File: src/hdl/odo_pkg.sv
// odo_pkg: types, constants and the arctangent table for the odometry block
// no dependencies; used by every module under hdl
package odo_pkg;

	localparam int CORDIC_STEPS_DEF  = 16;
	localparam int FRACTION_BITS_DEF = 16;

	localparam int ANG_W   = 32;             // binary angle width
	localparam int CW      = 34;             // cordic datapath width
	localparam int SUM_W   = 34;             // sum of two wheel increments
	localparam int PROD_W  = CW + 1 + SUM_W; // serial multiplier product
	localparam int ACC_W   = 56;
	localparam int IDX_W   = 5;              // cordic step index
	localparam int DIV_W   = 48;             // dividend shift register
	localparam int REM_W   = 16;
	localparam int CNT_W   = 6;
	localparam int CFG_W   = 16;
	localparam int CFG_IDX_W = 2;

	// register indexes
	localparam logic [CFG_IDX_W-1:0] REG_HEADING_MODE = 2'd0;
	localparam logic [CFG_IDX_W-1:0] REG_START_X      = 2'd1;
	localparam logic [CFG_IDX_W-1:0] REG_START_Y      = 2'd2;

	localparam logic [REM_W-1:0] HEAD_DIV  = 16'd36000; // centidegrees per turn
	localparam logic [REM_W-1:0] HALF_DIV  = 16'd18000;
	localparam logic [REM_W-1:0] TURN_MOD  = 16'd23296; // 2^32 mod 36000
	localparam logic signed [CW-1:0] CORDIC_GAIN = 34'sd652032874;
	localparam logic signed [CW-1:0] QUARTER     = 34'sd1073741824;
	localparam logic signed [25:0]   START_SCALE = 26'sd503;
	localparam logic [1:0] HEADING_MODE_RST = 2'd1;

	typedef struct packed {
		logic signed [31:0] right_position;
		logic signed [31:0] left_position;
		logic signed [31:0] gyro_rotation;
	} odo_in_t;

	typedef struct packed {
		logic signed [ACC_W-1:0] position_x;
		logic signed [ACC_W-1:0] position_y;
		logic [15:0]             heading_angle;
	} odo_out_t;

	typedef struct packed {
		logic load;
		logic shift;
	} odo_div_ctl_t;

	typedef struct packed {
		logic load;
		logic step;
		logic last;
	} odo_mul_ctl_t;

	function automatic logic [ANG_W-1:0] atan_bam(input logic [IDX_W-1:0] i);
		logic [ANG_W-1:0] v;
		case (i)
			5'd0:  v = 32'h20000000;
			5'd1:  v = 32'h12E4051E;
			5'd2:  v = 32'h09FB385B;
			5'd3:  v = 32'h051111D4;
			5'd4:  v = 32'h028B0D43;
			5'd5:  v = 32'h0145D7E1;
			5'd6:  v = 32'h00A2F61E;
			5'd7:  v = 32'h00517C55;
			5'd8:  v = 32'h0028BE53;
			5'd9:  v = 32'h00145F2F;
			5'd10: v = 32'h000A2F98;
			5'd11: v = 32'h000517CC;
			5'd12: v = 32'h00028BE6;
			5'd13: v = 32'h000145F3;
			5'd14: v = 32'h0000A2FA;
			5'd15: v = 32'h0000517D;
			5'd16: v = 32'h000028BE;
			5'd17: v = 32'h0000145F;
			5'd18: v = 32'h00000A30;
			5'd19: v = 32'h00000518;
			5'd20: v = 32'h0000028C;
			5'd21: v = 32'h00000146;
			5'd22: v = 32'h000000A3;
			5'd23: v = 32'h00000051;
			default: v = '0;
		endcase
		return v;
	endfunction

endpackage

File: src/hdl/odo_cdiv.sv
// odo_cdiv: bit-serial restoring divider by the constant 36000
// one dividend bit per cycle while shift is set, quotient bits shift in at the bottom; uses odo_pkg
module odo_cdiv (
	input  logic                       clk,
	input  odo_pkg::odo_div_ctl_t      ctl,
	input  logic [odo_pkg::DIV_W-1:0]  load_val,
	output logic [odo_pkg::DIV_W-1:0]  quotient,
	output logic [odo_pkg::REM_W-1:0]  remainder
);
	import odo_pkg::*;

	logic [DIV_W-1:0] sr_q;
	logic [REM_W-1:0] rem_q;
	logic [REM_W:0]   trial;
	logic             qbit;

	always_comb begin
		trial = {rem_q, sr_q[DIV_W-1]};
		qbit  = (trial >= {1'b0, HEAD_DIV});
	end

	always_ff @(posedge clk) begin
		if (ctl.load) begin
			sr_q  <= load_val;
			rem_q <= '0;
		end else if (ctl.shift) begin
			sr_q  <= {sr_q[DIV_W-2:0], qbit};
			rem_q <= qbit ? REM_W'(trial - {1'b0, HEAD_DIV}) : trial[REM_W-1:0];
		end
	end

	assign quotient  = sr_q;
	assign remainder = rem_q;
endmodule

File: src/hdl/odo_cordic.sv
// odo_cordic: iterative rotation cordic, one step per cycle, cos and sin in Q4.30
// folds the left half-plane onto the right one; uses odo_pkg
module odo_cordic #(
	parameter int STEPS = odo_pkg::CORDIC_STEPS_DEF
) (
	input  logic                          clk,
	input  logic                          arst_n,
	input  logic                          start,
	input  logic [odo_pkg::ANG_W-1:0]     angle,
	output logic                          busy,
	output logic signed [odo_pkg::CW-1:0] cos_val,
	output logic signed [odo_pkg::CW-1:0] sin_val
);
	import odo_pkg::*;

	localparam logic [IDX_W-1:0] LAST_IDX = IDX_W'(STEPS - 1);

	logic                 run_q;
	logic [IDX_W-1:0]     idx_q;
	logic signed [CW-1:0] x_q, y_q, z_q;
	logic                 flip_q;
	logic signed [CW-1:0] z0, xs, ys, at;
	logic                 flip0;

	always_comb begin
		z0    = {{(CW-ANG_W){angle[ANG_W-1]}}, angle};
		flip0 = 1'b0;
		if (z0 > QUARTER) begin
			z0    = z0 - (QUARTER <<< 1);
			flip0 = 1'b1;
		end else if (z0 < -QUARTER) begin
			z0    = z0 + (QUARTER <<< 1);
			flip0 = 1'b1;
		end
		xs = x_q >>> idx_q;
		ys = y_q >>> idx_q;
		at = {{(CW-ANG_W){1'b0}}, atan_bam(idx_q)};
	end

	always_ff @(posedge clk or negedge arst_n) begin
		if (!arst_n) begin
			run_q <= 1'b0;
			idx_q <= '0;
		end else if (start) begin
			run_q <= 1'b1;
			idx_q <= '0;
		end else if (run_q) begin
			idx_q <= idx_q + 1'b1;
			if (idx_q == LAST_IDX) begin
				run_q <= 1'b0;
			end
		end
	end

	always_ff @(posedge clk) begin
		if (start) begin
			x_q    <= CORDIC_GAIN;
			y_q    <= '0;
			z_q    <= z0;
			flip_q <= flip0;
		end else if (run_q) begin
			if (!z_q[CW-1]) begin
				x_q <= x_q - ys;
				y_q <= y_q + xs;
				z_q <= z_q - at;
			end else begin
				x_q <= x_q + ys;
				y_q <= y_q - xs;
				z_q <= z_q + at;
			end
		end
	end

	assign busy    = run_q;
	assign cos_val = flip_q ? -x_q : x_q;
	assign sin_val = flip_q ? -y_q : y_q;
endmodule

File: src/hdl/odo_smul.sv
// odo_smul: bit-serial signed multiplier, one multiplier bit per cycle while step is set, lsb first
// the sign bit step subtracts; product leaves as {high, low}; uses odo_pkg
module odo_smul (
	input  logic                              clk,
	input  odo_pkg::odo_mul_ctl_t             ctl,
	input  logic signed [odo_pkg::SUM_W-1:0]  mplier,
	input  logic signed [odo_pkg::CW-1:0]     mcand,
	output logic signed [odo_pkg::PROD_W-1:0] product
);
	import odo_pkg::*;

	logic signed [CW:0]    hi_q;
	logic [SUM_W-1:0]      lo_q;
	logic [SUM_W-1:0]      mp_q;
	logic signed [CW-1:0]  mc_q;
	logic signed [CW:0]    mc_ext, addend, t;

	always_comb begin
		mc_ext = {mc_q[CW-1], mc_q};
		if (!mp_q[0]) begin
			addend = '0;
		end else if (ctl.last) begin
			addend = -mc_ext;
		end else begin
			addend = mc_ext;
		end
		t = hi_q + addend;
	end

	always_ff @(posedge clk) begin
		if (ctl.load) begin
			hi_q <= '0;
			lo_q <= '0;
			mp_q <= mplier;
			mc_q <= mcand;
		end else if (ctl.step) begin
			hi_q <= {t[CW], t[CW:1]};
			lo_q <= {t[0], lo_q[SUM_W-1:1]};
			mp_q <= {1'b0, mp_q[SUM_W-1:1]};
		end
	end

	assign product = {hi_q, lo_q};
endmodule

File: src/hdl/differential_drive_odometry.sv
// differential_drive_odometry: dead reckoning from wheel encoders and a gyro heading
// uses odo_pkg, odo_cdiv, odo_cordic and odo_smul
//
// channel  dir  handshake                payload
// in       in   in_valid / in_ready      in_data  (odo_in_t)
// out      out  out_valid / out_ready    out_data (odo_out_t)
// cfg      in   cfg_we                   cfg_index, cfg_data
//
// a result is computed by the serial divider (first the gyro modulo, then the angle scaling),
// the cordic (one step a cycle) and the bit-serial multipliers, in that order
// in_ready rises in the same cycle as out_valid, and no new sample is taken before the last is through
// reset clears the encoder history and both positions and sets heading_mode to 1
// a new sample is taken while a result waits; the last cycle holds until out is free
module differential_drive_odometry #(
	parameter int CORDIC_STEPS  = odo_pkg::CORDIC_STEPS_DEF,
	parameter int FRACTION_BITS = odo_pkg::FRACTION_BITS_DEF
) (
	input  logic                              clk,
	input  logic                              arst_n,
	input  logic                              in_valid,
	output logic                              in_ready,
	input  odo_pkg::odo_in_t                  in_data,
	output logic                              out_valid,
	input  logic                              out_ready,
	output odo_pkg::odo_out_t                 out_data,
	input  logic                              cfg_we,
	input  logic [odo_pkg::CFG_IDX_W-1:0]     cfg_index,
	input  logic [odo_pkg::CFG_W-1:0]         cfg_data
);
	import odo_pkg::*;

	typedef enum logic [7:0] {
		S_IDLE = 8'b00000001,
		S_MOD  = 8'b00000010,
		S_FIX  = 8'b00000100,
		S_DIV  = 8'b00001000,
		S_HEAD = 8'b00010000,
		S_ROT  = 8'b00100000,
		S_MUL  = 8'b01000000,
		S_DONE = 8'b10000000
	} state_t;

	localparam logic [CNT_W-1:0] MOD_LAST = CNT_W'(ANG_W - 1);
	localparam logic [CNT_W-1:0] DIV_LAST = CNT_W'(DIV_W - 1);
	localparam logic [CNT_W-1:0] MUL_LAST = CNT_W'(SUM_W - 1);
	localparam int INC_SH   = 31 - FRACTION_BITS;
	localparam int START_SH = FRACTION_BITS - 8;

	state_t               state_q;
	logic [CNT_W-1:0]     cnt_q;
	logic [31:0]          last_right_q, last_left_q;
	logic [31:0]          dr_q, dl_q;
	logic                 gsign_q;
	logic signed [SUM_W-1:0] sum_q;
	logic [ANG_W-1:0]     bam_q;
	logic [1:0]           mode_q;
	logic [ACC_W-1:0]     acc_x_q, acc_y_q;
	logic                 out_valid_q;
	odo_out_t             out_q;

	logic                 in_xfer, out_free;
	odo_div_ctl_t         div_ctl;
	odo_mul_ctl_t         mul_ctl;
	logic [DIV_W-1:0]     div_load, quotient;
	logic [REM_W-1:0]     remainder, m_w, a_w;
	logic [ANG_W-1:0]     bam_w;
	logic                 rot_busy;
	logic signed [CW-1:0] cos_w, sin_w;
	logic signed [PROD_W-1:0] prod_x, prod_y;
	logic [PROD_W+ACC_W-1:0]  ext_x, ext_y;
	logic [ACC_W-1:0]     inc_x, inc_y, new_x, new_y;
	logic signed [25:0]   start_w;
	logic [ACC_W-1:0]     start_acc;

	assign in_ready = (state_q == S_IDLE);
	assign in_xfer  = in_valid && in_ready;
	assign out_free = !out_valid_q || out_ready;

	// gyro modulo fixup and the negated angle in centidegrees
	always_comb begin
		if (!gsign_q) begin
			m_w = remainder;
		end else if (remainder >= TURN_MOD) begin
			m_w = remainder - TURN_MOD;
		end else begin
			m_w = remainder + (HEAD_DIV - TURN_MOD);
		end
		a_w = (m_w == '0) ? '0 : HEAD_DIV - m_w;
	end

	always_comb begin
		div_ctl.load  = in_xfer || (state_q == S_FIX);
		div_ctl.shift = (state_q == S_MOD) || (state_q == S_DIV);
		div_load      = in_xfer ? {in_data.gyro_rotation, 16'd0}
		                        : {a_w, 32'(HALF_DIV)};
		bam_w         = quotient[ANG_W-1:0] + {mode_q, 30'd0};
		mul_ctl.load  = (state_q == S_ROT) && !rot_busy;
		mul_ctl.step  = (state_q == S_MUL);
		mul_ctl.last  = (cnt_q == MUL_LAST);
	end

	always_comb begin
		ext_x = {{ACC_W{prod_x[PROD_W-1]}}, prod_x};
		ext_y = {{ACC_W{prod_y[PROD_W-1]}}, prod_y};
		inc_x = ext_x[INC_SH +: ACC_W];
		inc_y = ext_y[INC_SH +: ACC_W];
		new_x = acc_x_q + inc_x;
		new_y = acc_y_q + inc_y;
		start_w   = $signed({{10{cfg_data[CFG_W-1]}}, cfg_data}) * START_SCALE;
		start_acc = {{(ACC_W-26){start_w[25]}}, start_w} << START_SH;
	end

	odo_cdiv u_cdiv (
		.clk       (clk),
		.ctl       (div_ctl),
		.load_val  (div_load),
		.quotient  (quotient),
		.remainder (remainder)
	);

	odo_cordic #(
		.STEPS (CORDIC_STEPS)
	) u_cordic (
		.clk     (clk),
		.arst_n  (arst_n),
		.start   (state_q == S_HEAD),
		.angle   (bam_w),
		.busy    (rot_busy),
		.cos_val (cos_w),
		.sin_val (sin_w)
	);

	odo_smul u_mul_x (
		.clk     (clk),
		.ctl     (mul_ctl),
		.mplier  (sum_q),
		.mcand   (cos_w),
		.product (prod_x)
	);

	odo_smul u_mul_y (
		.clk     (clk),
		.ctl     (mul_ctl),
		.mplier  (sum_q),
		.mcand   (sin_w),
		.product (prod_y)
	);

	// sequencer
	always_ff @(posedge clk or negedge arst_n) begin
		if (!arst_n) begin
			state_q <= S_IDLE;
			cnt_q   <= '0;
		end else begin
			case (state_q)
				S_IDLE: begin
					cnt_q <= '0;
					if (in_xfer) begin
						state_q <= S_MOD;
					end
				end
				S_MOD: begin
					cnt_q <= cnt_q + 1'b1;
					if (cnt_q == MOD_LAST) begin
						state_q <= S_FIX;
					end
				end
				S_FIX: begin
					cnt_q   <= '0;
					state_q <= S_DIV;
				end
				S_DIV: begin
					cnt_q <= cnt_q + 1'b1;
					if (cnt_q == DIV_LAST) begin
						state_q <= S_HEAD;
					end
				end
				S_HEAD: begin
					state_q <= S_ROT;
				end
				S_ROT: begin
					cnt_q <= '0;
					if (!rot_busy) begin
						state_q <= S_MUL;
					end
				end
				S_MUL: begin
					cnt_q <= cnt_q + 1'b1;
					if (cnt_q == MUL_LAST) begin
						state_q <= S_DONE;
					end
				end
				S_DONE: begin
					if (out_free) begin
						state_q <= S_IDLE;
					end
				end
				default: begin
					state_q <= S_IDLE;
				end
			endcase
		end
	end

	// encoder history, heading mode, accumulators, output register
	always_ff @(posedge clk or negedge arst_n) begin
		if (!arst_n) begin
			last_right_q <= '0;
			last_left_q  <= '0;
			mode_q       <= HEADING_MODE_RST;
			acc_x_q      <= '0;
			acc_y_q      <= '0;
			out_valid_q  <= 1'b0;
		end else begin
			if (in_xfer) begin
				last_right_q <= in_data.right_position;
				last_left_q  <= in_data.left_position;
			end
			if (cfg_we) begin
				case (cfg_index)
					REG_HEADING_MODE: mode_q  <= cfg_data[1:0];
					REG_START_X:      acc_x_q <= start_acc;
					REG_START_Y:      acc_y_q <= start_acc;
					default: ;
				endcase
			end else if ((state_q == S_DONE) && out_free) begin
				acc_x_q <= new_x;
				acc_y_q <= new_y;
			end
			if ((state_q == S_DONE) && out_free) begin
				out_valid_q <= 1'b1;
			end else if (out_ready) begin
				out_valid_q <= 1'b0;
			end
		end
	end

	always_ff @(posedge clk) begin
		if (in_xfer) begin
			dr_q    <= in_data.right_position - last_right_q;
			dl_q    <= in_data.left_position - last_left_q;
			gsign_q <= in_data.gyro_rotation[31];
		end
		if (state_q == S_MOD) begin
			sum_q <= {{(SUM_W-32){dr_q[31]}}, dr_q} + {{(SUM_W-32){dl_q[31]}}, dl_q};
		end
		if (state_q == S_HEAD) begin
			bam_q <= bam_w;
		end
		if ((state_q == S_DONE) && out_free) begin
			out_q.position_x    <= new_x;
			out_q.position_y    <= new_y;
			out_q.heading_angle <= bam_q[ANG_W-1 -: 16];
		end
	end

	assign out_valid = out_valid_q;
	assign out_data  = out_q;

`ifndef SYNTHESIS
	a_xfer_starts: assert property (@(posedge clk) disable iff (!arst_n)
		in_xfer |=> (state_q == S_MOD) && !in_ready)
		else $error("input transfer did not start the modulo pass");
	a_result_from_done: assert property (@(posedge clk) disable iff (!arst_n)
		$rose(out_valid_q) |-> $past(state_q == S_DONE))
		else $error("result raised outside the final step");
	a_mul_length: assert property (@(posedge clk) disable iff (!arst_n)
		(state_q == S_MUL) && (cnt_q == MUL_LAST) |=> (state_q == S_DONE))
		else $error("multiplier pass has the wrong length");
	a_rot_to_mul: assert property (@(posedge clk) disable iff (!arst_n)
		(state_q == S_HEAD) |=> rot_busy)
		else $error("cordic did not start");
`endif
endmodule
File: config.mk
export PLATFORM = sky130hd
export DESIGN_NAME = differential_drive_odometry
export DESIGN_NICKNAME = d
export VERILOG_FILES = /design/src/hdl/odo_pkg.sv /design/src/hdl/odo_cdiv.sv /design/src/hdl/odo_cordic.sv /design/src/hdl/odo_smul.sv /design/src/hdl/differential_drive_odometry.sv
export SDC_FILE = /design/constraint.sdc
export NUM_CORES = 2
export LEC_CHECK = 0
export BUFFER_PORTS_ARGS = -buffer_cell sky130_fd_sc_hd__buf_2
export CORE_MARGIN = 1.5
export CORE_UTILIZATION = 33
export CTS_CLUSTER_DIAMETER = 120
export DETAILED_ROUTE_END_ITERATION = 6
export PLACE_DENSITY = 0.57
export SLEW_MARGIN = 40
export SYNTH_ARGS = -nofsm -noshare
export SYNTH_HDL_FRONTEND = slang
export SYNTH_SLANG_ARGS = --single-unit
File: constraint.sdc
create_clock -name clk -period 6 [get_ports clk]
set_clock_uncertainty 0.1 [all_clocks]
set_input_delay 1.5 -clock clk [delete_from_list [all_inputs] [get_ports clk]]
set_output_delay 1.5 -clock clk [all_outputs]
set_load 0.1 [all_outputs]
======== Word level (Yosys, flattened, before mapping) ========
Memories as Yosys holds them, arrays and structs flattened.
Cells that the tools add are included.
operators by class
  multipliers ............................. 1
  shift operators ......................... 2
  order comparisons ....................... 4
  reductions and logical operators ........ 22
  eq/ne operators ......................... 22
  add/subtract/negate cells ............... 26
  mux-type cells .......................... 46
operators with widths
  operator                  number
  $mux W34                  13
  $mux W56                  6
  $mux W48                  3
  $mux W35                  4
  $add A56 B56 Y56          2
  $add A34 B35 Y35          2
  $neg A34 Y35              2
  $add A34 B34 Y34          2
  $neg A34 Y34              2
  $sshr A34 B5 Y34          2
  $sub A34 B34 Y34          2
  $mux W16                  4
  $pmux W8 S8               1
  $sub A32 B32 Y32          2
  $mux W8                   6
  $add A32 B33 Y34 const B  1
  $add A34 B33 Y34          1
  $sub A32 B33 Y34 const B  1
  $sub A34 B33 Y34          1
  $add A32 B32 Y33          1
  $add A32 B32 Y32          1
  $gt A32 B32 Y1 const B    1
  $lt A32 B31 Y1 const B    1
  $mul A16 B10 Y26 const B  1
  35 further kinds          61
word-level totals
  logic and storage cells ................. 156
  memories ................................ 1
  flip-flop bits (word level) ............. 897
  memory bits (read-only) ................. 960
  input port bits ......................... 119
  output and inout bits ................... 130
memory list
  name             words  bits a word  rd ports  clocked after Yosys merged registers in  wr ports  RTL line       text
  (no name shown)  32     30           1         0                                        0         odo_pkg.sv:58  case (i)

======== Longest topological paths before layout ========
  word-level depth ........................ 7
  mapped depth ............................ 32
  mapped depth without buffers ............ 26

======== Hierarchy ========
A second synthesis with hierarchy kept.
unflattened totals
  cell total of the unflattened synthesis .. 7136
  area total of the unflattened synthesis .. 66834.1 um^2
modules (own cells, without submodules)
  module                       times used  cells an instance  sequential area each (um^2)  area each (um^2)
  differential_drive_odometry  1           3306               12099.1                      31489.0
  odo_cordic                   1           2160               2562.5                       17326.6
  odo_smul (u_mul_x)           1           735                3403.3                       7571.0
  odo_smul (u_mul_y)           1           725                3403.3                       7518.5
  odo_cdiv                     1           210                1761.7                       2929.1

======== Least setup slack after synthesis ========
OpenSTA, ideal clock, no wires.
  kind .................................... input to register
  from .................................... in cfg_data[2] (netlist name)
  to ...................................... reg acc_x_q[52]
  cell stages on the path ................. 22
  data arrival time ....................... 6758 ps
  path slack .............................. -984 ps
  library setup time ...................... 126 ps
  data required time ...................... 5774 ps
  path through ............................ inv_1 fa_1 inv_1 ha_1 inv_1 fa_1 inv_1 fa_1 inv_1 fa_1 inv_1 ha_1 or3_1 o21ai_0 a31oi_1 a221oi_1 o31a_1 mux2i_1 and2_1 clkbuf_1 nand2_1 o32a_1
on the way
  word-level cells in the longest chain between the ends .. 3
ends and longest elaborated chain
  element                 RTL line                            text
  start: declaration      differential_drive_odometry.sv:28   input logic [odo_pkg::CFG_W-1:0] cfg_data
  $mul A16 B10 Y26        differential_drive_odometry.sv:109  start_w = $signed({{10{cfg_data[CFG_W-1]}}, cfg_data}) * START_SCALE;
  $mux W56                differential_drive_odometry.sv:220  case (cfg_index)
  $mux W56                differential_drive_odometry.sv:219  if (cfg_we) begin
  end signal: assignment  differential_drive_odometry.sv:222  REG_START_X: acc_x_q <= start_acc;
  end signal: assignment  differential_drive_odometry.sv:227  acc_x_q <= new_x;
  end: declaration        differential_drive_odometry.sv:57   logic [ACC_W-1:0] acc_x_q, acc_y_q;
Every way passes these cells. The select of a mux whose other input is x is not followed.
A chain may end at the register's enable or synchronous reset.

======== Final worst setup path ========
  from .................................... in cfg_data[6] (netlist name)
  to ...................................... reg acc_x_q[52]
The elaborated chain is that of the path after synthesis.

==> impl_results.md <==
* Final instance area at 0.07640 mm^2
* Die Y at 438.3 um
* Placer Congestion at 0.9662
* Hold Vio Cnt, Final at 0
* Worst R2R Start: u_cordic.idx_q[1]
* WP data required at 6.51 ns
* Syn-to-layout area delta at 22.19%
* First-pass GRT wire length at 310.2 mm
* Total clock sinks at 816
* Async set-reset flop share out of synthesis at 24.39%
* Max Cap Viol at 0
* Number of I/O port buffers at 248
* Post-Syn Area at 0.06253 mm^2
* # IOs at 249
* Fillers at 18671
* Pin count of the biggest net entering global routing at 144
* Slowest stage cell, crit path: fa_1
* Sw Ratio at 44.52%
* Crit path max fanout at 6
* Area after DPL at 0.07116 mm^2
* Clock Tree Buf Depth at 3
* DR pass1 iterations at 7
* Core region area at 0.1880 mm^2
* CTS buffer count at 96
* Crit path time final at 6.114 ns
* Clock Latency Late Sink at 0.75 ns
* Status: finished with violations
* Avg Vias per Cell at 5.347
* Slowest stage delay, CP at 0.55 ns
* Cell count of the worst reg-to-reg path at 27
* Die Footprint at 0.1921 mm^2
* Hold endpoint: out_data[10]
* Rows at 159
* Critical Path End Type: flip-flop
* Gr usage total at 20.34%
* Hold Path Stages at 0
* H-tree depth at 3
* Crit share post-route at 101.9%
* Final Net Count at 8393
* Worst relative slew slack at 40.22%
* P_sw at 23880 uW
* Unrepaired setup endpoints after global routing: true
* Arrival time of the worst setup path at 6.63 ns
* Drt wl/cell at 19.64 um
* Register share of total power at 17.3%
* Die Width at 438.3 um
* Yosys reg bits at 816
* Detail Route Antenna Nets at 0
* Clock slew at reported path FFs at 0.06 ns
* Gr ovfl total at 0
* Hold Crit Class: flip-flop to flip-flop
* Comb power frac at 71.1%
* Inst Count DP at 10043
* CP most frequent cell: fa_1
* HPWL after DPL at 155.3 mm
* Vias in the first global route at 53394
* Fmax achieved at 0.1636 GHz
* Residual DRC at 1
* Total length of routed wires at 202.2 mm
* Hold buffers post-CTS at 0
* Clock Tree Root: clkbuf_16
* Critical path cell sequence: buf_8, buf_4, ha_4, fa_1, inv_2, fa_1, inv_2, fa_1, inv_1, fa_1, inv_1, ha_2, or3_4, o21ai_4, a31oi_4, a221oi_4, o31a_1, mux2i_1, buf_4, and2_4, buf_12, nand2_8, o32a_1
* Non-Filler Instances at 10297
* Setup_tns at -0.8966 ns
* # setup viols final at 15
* CTS tree: yes
* Reg2reg setup slack at -0.11 ns
* Starting Density at 33.26%
* Hold wc startpoint: bam_q[26]
* Power Density at 701.9 mW/mm^2
* Dominant synthesized flop cell: edfxtp_1
* Post-route setup slack at -0.1142 ns
* Leakage at 0.03305 uW
* Yosys warns at 0
* Internal power at 29750 uW
* Reg-to-Reg End: u_cordic.y_q[33]
* Sequential fraction of the synthesis area at 34.56%
* Worst-margin pin slew at 0.8855 ns
* Failing checks: design-rule violations, negative setup slack
* Worst VDD drop at 466.1 uV
* Critical path class: primary input to flip-flop
* Cells after Synth at 6950
* Layout cells sized above 1 at 20.10%
* Syn Nets at 7631
* CP startpoint kind: primary input
* Slew Viols, Final at 0
* Mean Syn Cell Area at 8.997 um^2
* Clk pwr share at 11.6%
* Initial antenna violation count at 9
* Starting DRT DRC Count at 4158
* Cell variety after synth at 104
* Number of synthesized flops with an enable pin at 427
* Routed via count at 55061
* Worst hold slack at 0.3191 ns
==> per-stage QoR <==
stage / utilization, % / power (uW) / setup WS, ns
finish: 40.64 / 53630 / -0.1142
global route: 40.64 / 57650 / -0.2755
CTS: 39.83 / 51370 / -0.08327
detailed placement: 37.85 / 44230 / -1.107
global placement: 37.83 / 43850 / -1.079
floorplan: - / 31530 / -0.4846
==> power groups by stage <==
stage | Sequential [uW] | Combinational (uW) | Clock [uW]
after global placement | 9330 | 34500 | 0
final | 9250 | 38100 | 6250
after CTS | 9250 | 35700 | 6400
after floorplan | 8980 | 22500 | 0
after global routing | 9400 | 41600 | 6610
after detailed placement | 9360 | 34900 | 0
==> routing by layer <==
metal / up-vias / global-route usage (%) / part of all wire [%]
met1: 26792 / 26.71 / 44
met4: 4 / 6.776 / 3.4
li1: 26614 / - / -
met5: - / 0 / 0.013
met3: 284 / 2.287 / 4.5
met2: 1367 / 34.63 / 48
==> cells in the mapped netlist, types with 100 or more instances <==
| cell type | instances | area share [%] |
|---|---|---|
| nand2_1 | 830 | 5.0 |
| a21oi_1 | 554 | 4.4 |
| nor2_1 | 493 | 3.0 |
| o21ai_0 | 473 | 3.8 |
| ha_1 | 461 | 9.2 |
| edfxtp_1 | 427 | 21 |
| xnor2_1 | 388 | 5.4 |
| inv_1 | 365 | 2.2 |
| clkbuf_1 | 252 | 1.5 |
| a21o_1 | 216 | 2.6 |
| nand3_1 | 206 | 1.6 |
| dfrtp_1 | 197 | 7.9 |
| xor2_1 | 197 | 2.8 |
| dfxtp_1 | 190 | 6.1 |
| fa_1 | 101 | 3.2 |
| and2_1 | 100 | 1.0 |
| mux2i_1 | 100 | 1.6 |
==> repair_timing <==
item / 4_1_cts / 5_1_grt
setup buffers: 11 / 52
pin swaps: 32 / 139
setup endpoints to repair: 86 / 91
resized for setup: 89 / 243
gates cloned: 1 / 4
hold endpoints to repair: 0 / 0
==> final cells by class <==
class	instances	area, um^2	share of cell area [%]
clock buffer	130	2673	3.498
timing repair buffer	1001	7448	9.749
sequential	816	21620	28.30
clock inverter	52	674.4	0.8827
tap	2495	3122	4.086
antenna	6	15.01	0.01965
multi-input combinational	5430	39410	51.59
inverter	367	1435	1.878
==> worst max-delay path by stage <==
stage,start,endpoint,slack [ns],cells past startpoint
after floorplan,cfg_data[4],acc_x_q[55],-0.48,21
after detailed placement,cfg_data[7],acc_x_q[44],-1.11,23
final,cfg_data[6],acc_x_q[52],-0.11,23
after global placement,cfg_data[6],acc_x_q[48],-1.08,25
after global routing,cfg_data[6],acc_x_q[52],-0.28,23
after CTS,cfg_data[8],acc_x_q[53],-0.08,22
==> worst max-delay path: cells and delay by family <==
family	cells	cell delay [ns]
simple gates	3	0.59
mux	1	0.19
buf+inv	8	0.72
compound gates	5	1.21
fa+ha+maj	6	2.42
==> kinds of logic (layout without fill, tap and decap cells) <==
logic type / Yosys count / in the layout / share of synthesized area [%]
compound gates: 1924 / 1924 / 19.37
xor+xnor: 585 / 585 / 8.194
fa+ha+maj: 562 / 562 / 12.46
buf+inv: 704 / 1550 / 4.524
flops: 816 / 816 / 34.56
mux: 207 / 207 / 4.963
other cells: 0 / 6 / 0
simple gates: 2152 / 2152 / 15.93
==> sequential cells by signal (all words and copies together) (netlist names), 32 cells and up <==
register,count
sum_q,33
u_mul_y.mp_q,32
acc_x_q,56
u_mul_x.mc_q,34
u_cordic.z_q,34
u_mul_y.mc_q,34
u_cdiv.quotient,48
u_mul_y.hi_q,34
last_left_q,32
u_mul_x.hi_q,34
dr_q,32
u_cordic.x_q,34
out_data,128
u_cordic.y_q,34
dl_q,32
last_right_q,32
acc_y_q,56
==> placed cells by master, fill, tap and decap left out, types with 102 or more instances in the layout <==
master	instances
nand3_1	202
buf_2	239
a21oi_1	499
buf_4	702
nand2_1	823
o21ai_0	438
dfrtp_1	191
edfxtp_1	427
inv_1	334
ha_1	440
a21o_1	216
nor2_1	477
xnor2_1	378
xor2_1	194
dfxtp_1	190
clkbuf_16	102
No activity file was read; power rests on OpenSTA's default activity.
